File: config.mk
export PLATFORM = sky130hd
export DESIGN_NAME = thread_queue_with_removal
export DESIGN_NICKNAME = d
export VERILOG_FILES = /design/src/hw/rtl/tqr_pkg.sv /design/src/hw/rtl/tqr_ctrl.sv /design/src/hw/rtl/tqr_dp.sv /design/src/hw/rtl/thread_queue_with_removal.sv
export SDC_FILE = /design/constraint.sdc
export NUM_CORES = 1
export LEC_CHECK = 0
export BUFFER_PORTS_ARGS = -buffer_cell sky130_fd_sc_hd__buf_2
export CAP_MARGIN = 20
export CORE_ASPECT_RATIO = 1.5
export CORE_MARGIN = 10
export CORE_UTILIZATION = 69
export DETAILED_ROUTE_END_ITERATION = 12
export HOLD_SLACK_MARGIN = 0.02
export PLACE_DENSITY_LB_ADDON = 0.05
export RECOVER_POWER = 50
export SETUP_SLACK_MARGIN = 0.02
export SYNTH_ARGS = -nofsm -noshare
export SYNTH_HDL_FRONTEND = slang
export SYNTH_SLANG_ARGS = --single-unit
File: constraint.sdc
create_clock -name clk -period 8.3 [get_ports clk]
set_input_delay 2.075 -clock clk [delete_from_list [all_inputs] [get_ports clk]]
set_output_delay 2.075 -clock clk [all_outputs]
set_load 0.05 [all_outputs]
File: src/hw/rtl/tqr_pkg.sv
`timescale 1ns / 1ps
// ----------------------------------------------------------------------------
// tqr_pkg: shared types and constants for the thread queue
// Operation and status codes, field widths, and the control bundle that the
// controller passes to the datapath.
// ----------------------------------------------------------------------------
package tqr_pkg;

  localparam int OP_W     = 3;
  localparam int HANDLE_W = 16;
  localparam int IDENT_W  = 16;
  localparam int STATUS_W = 2;
  localparam int OCC_W    = 5;

  localparam logic [OP_W-1:0] OP_PUSH   = 3'd0;
  localparam logic [OP_W-1:0] OP_POP    = 3'd1;
  localparam logic [OP_W-1:0] OP_REMOVE = 3'd2;
  localparam logic [OP_W-1:0] OP_FIND   = 3'd3;
  localparam logic [OP_W-1:0] OP_CLEAR  = 3'd4;

  localparam logic [STATUS_W-1:0] ST_OK   = 2'd0;
  localparam logic [STATUS_W-1:0] ST_NONE = 2'd1;
  localparam logic [STATUS_W-1:0] ST_FULL = 2'd2;

  // Controller to datapath commands.
  typedef struct packed {
    logic load;    // capture the transaction and the per-cell match vector
    logic commit;  // update the cells and the count, register the result
  } tqr_cmd_t;

endpackage

File: src/hw/rtl/tqr_ctrl.sv
`timescale 1ns / 1ps
// ----------------------------------------------------------------------------
// tqr_ctrl: thread queue controller
// Two-state sequencer: accepts a transaction, commits it in the next cycle and
// raises the result strobe in the cycle after that.
// ----------------------------------------------------------------------------
module tqr_ctrl (
  input  logic              clk,
  input  logic              rst_n,
  input  logic              start,
  output logic              busy,
  output logic              out_valid,
  output tqr_pkg::tqr_cmd_t cmd
);
  import tqr_pkg::*;

  typedef enum logic {
    S_IDLE,
    S_COMMIT
  } state_t;

  state_t state_r;
  logic   busy_r;
  logic   out_valid_r;

  assign cmd.load   = start && (state_r == S_IDLE);
  assign cmd.commit = (state_r == S_COMMIT);
  assign busy       = busy_r;
  assign out_valid  = out_valid_r;

  always_ff @(posedge clk) begin
    if (!rst_n) begin
      state_r     <= S_IDLE;
      busy_r      <= 1'b0;
      out_valid_r <= 1'b0;
    end else begin
      out_valid_r <= 1'b0;
      case (state_r)
        S_IDLE: begin
          if (start) begin
            state_r <= S_COMMIT;
            busy_r  <= 1'b1;
          end
        end
        S_COMMIT: begin
          state_r     <= S_IDLE;
          busy_r      <= 1'b0;
          out_valid_r <= 1'b1;
        end
        default: begin
          state_r <= S_IDLE;
          busy_r  <= 1'b0;
        end
      endcase
    end
  end

  // Every accepted transaction is committed in the next cycle.
  a_accept_commit: assert property (@(posedge clk) disable iff (!rst_n)
    cmd.load |=> cmd.commit)
    else $error("accepted transaction was not committed");

  // The result strobe follows each commit in the next cycle.
  a_commit_strobe: assert property (@(posedge clk) disable iff (!rst_n)
    cmd.commit |=> out_valid_r)
    else $error("commit without result strobe");

  // The busy flag mirrors the commit cycle.
  a_busy_commit: assert property (@(posedge clk) disable iff (!rst_n)
    busy_r == cmd.commit)
    else $error("busy flag out of step with the sequencer");

endmodule

File: src/hw/rtl/tqr_dp.sv
`timescale 1ns / 1ps
// ----------------------------------------------------------------------------
// tqr_dp: thread queue datapath
// A compacting row of cells with one comparator per cell, a first-match
// select, the shift that closes a gap, and the registered result.
// ----------------------------------------------------------------------------
module tqr_dp #(
  parameter int DEPTH = 16
) (
  input  logic                          clk,
  input  logic                          rst_n,
  input  tqr_pkg::tqr_cmd_t             cmd,
  input  logic [tqr_pkg::OP_W-1:0]      in_op,
  input  logic [tqr_pkg::HANDLE_W-1:0]  in_handle,
  input  logic [tqr_pkg::IDENT_W-1:0]   in_thread_id,
  output logic [tqr_pkg::HANDLE_W-1:0]  out_result_handle,
  output logic [tqr_pkg::STATUS_W-1:0]  out_status,
  output logic [tqr_pkg::OCC_W-1:0]     out_occupancy
);
  import tqr_pkg::*;

  localparam int CW = $clog2(DEPTH + 1);

  logic [HANDLE_W-1:0] hnd_r [DEPTH];
  logic [IDENT_W-1:0]  idn_r [DEPTH];
  logic [CW-1:0]       count_r;
  logic [CW-1:0]       count_nxt;

  logic [OP_W-1:0]     op_r;
  logic [HANDLE_W-1:0] key_hnd_r;
  logic [IDENT_W-1:0]  key_idn_r;
  logic [DEPTH-1:0]    match_r;
  logic [DEPTH-1:0]    match_nxt;

  logic [HANDLE_W-1:0] res_r;
  logic [STATUS_W-1:0] st_r;
  logic [OCC_W-1:0]    occ_r;

  logic [DEPTH-1:0]    first;
  logic [DEPTH-1:0]    below;
  logic                hit;
  logic                full;
  logic                do_push;
  logic                do_drop;
  logic [HANDLE_W-1:0] sel_hnd;
  logic [HANDLE_W-1:0] res_nxt;
  logic [STATUS_W-1:0] st_nxt;

  // One comparator per cell against the incoming key; only occupied cells
  // may match. A pop always targets the head.
  always_comb begin
    for (int i = 0; i < DEPTH; i++) begin
      if (in_op == OP_POP) begin
        match_nxt[i] = (i == 0) && (count_r != '0);
      end else if (in_op == OP_REMOVE) begin
        match_nxt[i] = (count_r > CW'(i)) && (hnd_r[i] == in_handle);
      end else begin
        match_nxt[i] = (count_r > CW'(i)) && (idn_r[i] == in_thread_id);
      end
    end
  end

  always_ff @(posedge clk) begin
    if (cmd.load) begin
      op_r      <= in_op;
      key_hnd_r <= in_handle;
      key_idn_r <= in_thread_id;
      match_r   <= match_nxt;
    end
  end

  // Isolate the lowest match; cells at or above it take their upper
  // neighbor when an entry is dropped.
  assign first = match_r & (~match_r + DEPTH'(1));
  assign below = first - DEPTH'(1);
  assign hit   = |match_r;
  assign full  = (count_r >= CW'(DEPTH));

  assign do_push = cmd.commit && (op_r == OP_PUSH) && !full;
  assign do_drop = cmd.commit && ((op_r == OP_POP) || (op_r == OP_REMOVE)) && hit;

  always_comb begin
    sel_hnd = '0;
    for (int i = 0; i < DEPTH; i++) begin
      if (first[i]) begin
        sel_hnd = sel_hnd | hnd_r[i];
      end
    end
  end

  always_comb begin
    count_nxt = count_r;
    res_nxt   = '0;
    st_nxt    = ST_OK;
    case (op_r)
      OP_PUSH: begin
        if (full) begin
          st_nxt = ST_FULL;
        end else begin
          count_nxt = count_r + CW'(1);
        end
      end
      OP_POP: begin
        if (hit) begin
          res_nxt   = sel_hnd;
          count_nxt = count_r - CW'(1);
        end else begin
          st_nxt = ST_NONE;
        end
      end
      OP_REMOVE: begin
        if (hit) begin
          count_nxt = count_r - CW'(1);
        end else begin
          st_nxt = ST_NONE;
        end
      end
      OP_FIND: begin
        if (hit) begin
          res_nxt = sel_hnd;
        end else begin
          st_nxt = ST_NONE;
        end
      end
      OP_CLEAR: begin
        count_nxt = '0;
      end
      default: begin
        count_nxt = count_r;
      end
    endcase
  end

  for (genvar g = 0; g < DEPTH; g++) begin : g_cell
    if (g < DEPTH - 1) begin : g_shift
      always_ff @(posedge clk) begin
        if (do_push && (count_r == CW'(g))) begin
          hnd_r[g] <= key_hnd_r;
          idn_r[g] <= key_idn_r;
        end else if (do_drop && !below[g]) begin
          hnd_r[g] <= hnd_r[g+1];
          idn_r[g] <= idn_r[g+1];
        end
      end
    end else begin : g_last
      always_ff @(posedge clk) begin
        if (do_push && (count_r == CW'(g))) begin
          hnd_r[g] <= key_hnd_r;
          idn_r[g] <= key_idn_r;
        end
      end
    end
  end

  always_ff @(posedge clk) begin
    if (!rst_n) begin
      count_r <= '0;
    end else if (cmd.commit) begin
      count_r <= count_nxt;
    end
  end

  always_ff @(posedge clk) begin
    if (cmd.commit) begin
      res_r <= res_nxt;
      st_r  <= st_nxt;
      occ_r <= OCC_W'(count_nxt);
    end
  end

  assign out_result_handle = res_r;
  assign out_status        = st_r;
  assign out_occupancy     = occ_r;

  // The fill count never passes the number of cells.
  a_count_bound: assert property (@(posedge clk) disable iff (!rst_n)
    count_r <= CW'(DEPTH))
    else $error("queue count exceeds depth");

  // Only occupied cells can match, so a pending drop always has an entry.
  a_match_occupied: assert property (@(posedge clk) disable iff (!rst_n)
    do_drop |-> (count_r != '0))
    else $error("drop on an empty queue");

  // A commit moves the count by at most one, except for a clear.
  a_count_step: assert property (@(posedge clk) disable iff (!rst_n)
    (cmd.commit && (op_r != OP_CLEAR)) |=>
      (count_r == $past(count_r)) || (count_r == $past(count_r) + CW'(1)) ||
      (count_r == $past(count_r) - CW'(1)))
    else $error("queue count jumped");

endmodule

File: src/hw/rtl/thread_queue_with_removal.sv
`timescale 1ns / 1ps
// ----------------------------------------------------------------------------
// thread_queue_with_removal: ordered thread queue with removal by handle
// A FIFO of (handle, identifier) entries held in a compacting row of cells.
// Supports push, pop of the head, removal by handle, find by identifier and
// clear. Each transaction yields exactly one result.
// ----------------------------------------------------------------------------
//
//   Channel   Handshake            Payload
//   -------   ------------------   -------------------------------------------
//   input     start / busy         in_op, in_handle, in_thread_id
//   result    out_valid (strobe)   out_result_handle, out_status, out_occupancy
//
// A transaction is taken on a clock edge where start is high and busy is low.
// The cycle after acceptance is the commit cycle (busy high): every cell
// compared against the key at acceptance, so the commit picks the first match,
// shifts the later cells one place toward the head and updates the count.
// The result strobe follows in the next cycle, during which a new transaction
// can already be accepted; the compare-then-commit sequence of the cell row
// keeps busy high, and new transactions out, during the commit cycle.
// The receiver cannot stall: each result is shown for one cycle only.
// Reset is synchronous and active low; it empties the queue at once (the
// cell contents are left as they are and are never read while unoccupied).
//
module thread_queue_with_removal #(
  parameter int DEPTH = 16
) (
  input  logic                          clk,
  input  logic                          rst_n,
  input  logic                          start,
  output logic                          busy,
  input  logic [tqr_pkg::OP_W-1:0]      in_op,
  input  logic [tqr_pkg::HANDLE_W-1:0]  in_handle,
  input  logic [tqr_pkg::IDENT_W-1:0]   in_thread_id,
  output logic                          out_valid,
  output logic [tqr_pkg::HANDLE_W-1:0]  out_result_handle,
  output logic [tqr_pkg::STATUS_W-1:0]  out_status,
  output logic [tqr_pkg::OCC_W-1:0]     out_occupancy
);
  import tqr_pkg::*;

  // Command bundle from the sequencer to the cell row.
  tqr_cmd_t cmd;

  // The controller owns the handshake and the result strobe.
  tqr_ctrl u_ctrl (
    .clk       (clk),
    .rst_n     (rst_n),
    .start     (start),
    .busy      (busy),
    .out_valid (out_valid),
    .cmd       (cmd)
  );

  // The datapath owns the cells, the count and the result registers.
  tqr_dp #(
    .DEPTH (DEPTH)
  ) u_dp (
    .clk               (clk),
    .rst_n             (rst_n),
    .cmd               (cmd),
    .in_op             (in_op),
    .in_handle         (in_handle),
    .in_thread_id      (in_thread_id),
    .out_result_handle (out_result_handle),
    .out_status        (out_status),
    .out_occupancy     (out_occupancy)
  );

endmodule

==> impl_metrics.toml <==
[die]
die-height_um = 287
dieArea_sq_um = 56700
initial_core_util_pct = 69.8
die_w_um = 198
rows = 97
core-area_sq_um = 46800
io_pins = 63

[clock_network]
clkTransAtPathRegs_ns = 0.07
htreeDepth = 2
postCtsSetupBuffers = 0
cts_sinks = 594
cts_made_buffers = 56
cts_hold_buf = 0
clkLatencyLatePin_ns = 0.63
cts_tree = "done"
root_buffer = "clkbuf_16"
cts.path.max_buffers = 3
cts.repair.resized = 0

[logic_synthesis]
seq_area_frac_synth_pct = 54.3
ys_warn_count = 0
synth-xor-area-share_pct = 13.8
synth_simple_gate_area_share_pct = 6.70
syn_area_sq_um = 32700
ys.flop_type = "edfxtp_1"
synth-adder-area-share_pct = 0.222
ys_async_sr_fraction_pct = 0
synth_compound_area_share_pct = 5.64
yosysUniqueCellTypes = 74
synth_top_family_by_area = "multiplexers"
synth_edf_count = 586
synthMuxAreaShare_pct = 16.7
ys_ff_latch = 594
syn-num-nets = 2492
syn_inst = 2449
avgSynthCellArea_sq_um = 13.3

[power_and_ir_drop]
p_sw_w = 0.00171
pwr-share-comb_pct = 10.1
p_seq_share_pct = 50.8
p_leak_nw = 10.6
p_int_w = 0.00522
sw_frac_of_total_pct = 24.7
p_clk_share_pct = 39.1
pwr_density_cell_nw_per_um2 = 197
ir_drop_mv = 0.266

[grt]
first_global_vias = 22828
grt_pass1_wl_um = 156000
grt_start_max_net_pins = 52
track_usage_pct = 37.7
grt.overflow.total = 0
antenna_found_initial = 2

[final_layout]
layout_commonest_cell = "edfxtp_1"
layout-drive-gt1-share_pct = 18.7
final_nets = 2456
diodes = 0
final_area_sq_um = 35100
nFillCells = 2980
area_growth_pct = 7.49
layout_common_cells = "586 x edfxtp_1, 499 x xnor2_1, 308 x mux2_2"

[setup_path]
crit_type = "reg -> reg"
cp_max_fo = 39
cp-start-kind = "flop"
cp.required_ns = 8.54
arrival_ns = 6.41
crit_path_end_kind = "flop"
r2r_cells = 5

[placement]
placed_cell_area_sq_um = 33300
hpwlAfterDp_um = 72500
gp_congestion = 1.03
portBuffers = 62

[timing]
slew_violations = 788
final_hold_viol_count = 0
tightest_slew_ns = 3.70
slew_headroom_pct = -146
clock_skew_ns = 0.0227
max_freq_mhz = 162
rsz0062_at_grt = "false"
final-setup-viol-count = 0
period_share_pct = 74.3
setup_tns_ns = 0
period_minus_slack_ns = 6.16

[hold_path]
hold_class = "reg -> reg"
holdPathStages = 2

[routing]
antenna_left = 0
routed_wl_um = 106000
vias_per_cell = 7.33
remaining_drc_errors = 0
wire_per_inst_um = 34.9
drt_iter0_markers = 2673
first_pass_iters = 6
vias = 22393

[flow_run]
maxCapViolCount = 38

[run_status]
status = "complete, but fails checks"
violations = "max-capacitance violations, max-slew violations"
==> kinds of logic (layout without fill, tap and decap cells) <==
family,count (synthesis),in the layout
buffers and inverters,212,222
AND/OR/NAND/NOR,383,383
multiplexers,484,484
XOR/XNOR,514,514
adder cells (fa/ha/maj),6,6
AO/OA/AOI/OAI,256,256
flip-flops,594,594
==> layer usage <==
metal  global-route usage (%)  up-vias  wire [um]
met5                        0        -         23
met4                     28.5        4       9820
met3                     6.71      485       9020
li1                         -     9134          -
met2                     62.7     1531      51900
met1                     42.5    11239      35700
==> flip-flops by register name, indices dropped and copies added (netlist names), 5 cells and up <==
register,count
u_dp.idn_r,256
u_dp.out_result_handle,16
u_dp.count_r,5
u_dp.hnd_r,256
u_dp.key_idn_r,16
u_dp.out_occupancy,5
u_dp.key_hnd_r,16
u_dp.match_r,16
==> power by group through the flow <==
stage	registers, W	clock network (W)	logic (W)
finish	0.00352	0.00271	0.000699
global route	0.00353	0.00281	0.000733
CTS	0.00351	0.00271	0.000681
detailed placement	0.00358	0	0.000672
global placement	0.00357	0	0.000656
floorplan	0.00352	0	0.000486
==> worst paths after layout <==
check                                    start  slack (ns)                  to
worst min-delay path               u_ctrl.busy        0.50         u_ctrl.busy
worst max-delay path            u_ctrl.state_r        2.14  u_dp.hnd_r[1][102]
worst max register to register  u_ctrl.state_r        2.14  u_dp.hnd_r[1][102]
worst min register to register     u_ctrl.busy        0.50         u_ctrl.busy
==> layout make-up <==
cell class / instances / area [sq um] / share of cell area (%)
Sequential cell: 594 / 17800 / 50.5
Multi-Input combinational cell: 1643 / 14100 / 40.1
Clock buffer: 71 / 1550 / 4.41
Tap cell: 594 / 743 / 2.12
Timing Repair Buffer: 104 / 558 / 1.59
Clock inverter: 33 / 370 / 1.05
Inverter: 14 / 52.6 / 0.150
==> through the flow <==
stage	total power (W)	worst slack, ns	utilization, %	cells	hold WS (ns)
global route	0.00707	1.93	75.0	3053	0.536
finish	0.00694	2.14	75.0	3053	0.497
global placement	0.00423	3.98	71.1	2943	0.481
detailed placement	0.00425	4.06	71.2	2945	0.482
CTS	0.00691	4.02	75.3	3049	0.494
floorplan	0.00400	3.50	-	2449	0.509
==> synth_stat cells, types with 3 or more instances <==
cell / n / area share (%)
edfxtp_1: 586 / 54
xnor2_1: 499 / 13
mux2_2: 310 / 11
mux2_1: 171 / 5.9
clkbuf_1: 140 / 1.6
nand4_1: 98 / 1.9
a22oi_1: 67 / 1.5
nand3_1: 61 / 0.93
buf_2: 50 / 0.77
nand2_1: 49 / 0.56
a21oi_1: 40 / 0.61
nor2_1: 40 / 0.46
nor4_1: 36 / 0.69
o21ai_0: 26 / 0.40
a221oi_1: 24 / 0.64
nor3_1: 19 / 0.29
o22ai_1: 17 / 0.33
xor2_1: 15 / 0.40
nor2b_1: 14 / 0.27
inv_1: 13 / 0.15
nand2b_1: 13 / 0.25
a22o_1: 12 / 0.32
a31oi_1: 12 / 0.23
a2111oi_0: 10 / 0.27
dfxtp_1: 8 / 0.49
o2bb2ai_1: 8 / 0.21
and2_1: 7 / 0.13
nor4bb_1: 7 / 0.21
and3_1: 6 / 0.11
a21o_1: 5 / 0.11
a31o_2: 5 / 0.13
ha_1: 5 / 0.19
or3_1: 5 / 0.096
a211oi_1: 4 / 0.092
buf_1: 4 / 0.046
buf_4: 4 / 0.092
nor3b_1: 4 / 0.092
o31ai_1: 4 / 0.092
and2_0: 3 / 0.057
mux2i_1: 3 / 0.092
o211ai_1: 3 / 0.069
o32ai_1: 3 / 0.080
or4_1: 3 / 0.069
==> worst max-delay path, cell delays in order, from the launching register on <==
cell and delay (ns):
dfxtp_2 0.31, clkbuf_1 1.79, o211ai_1 0.48, a31oi_4 0.31, clkbuf_1 1.76, a31o_2 1.04
(Power assumes the default switching activity.)
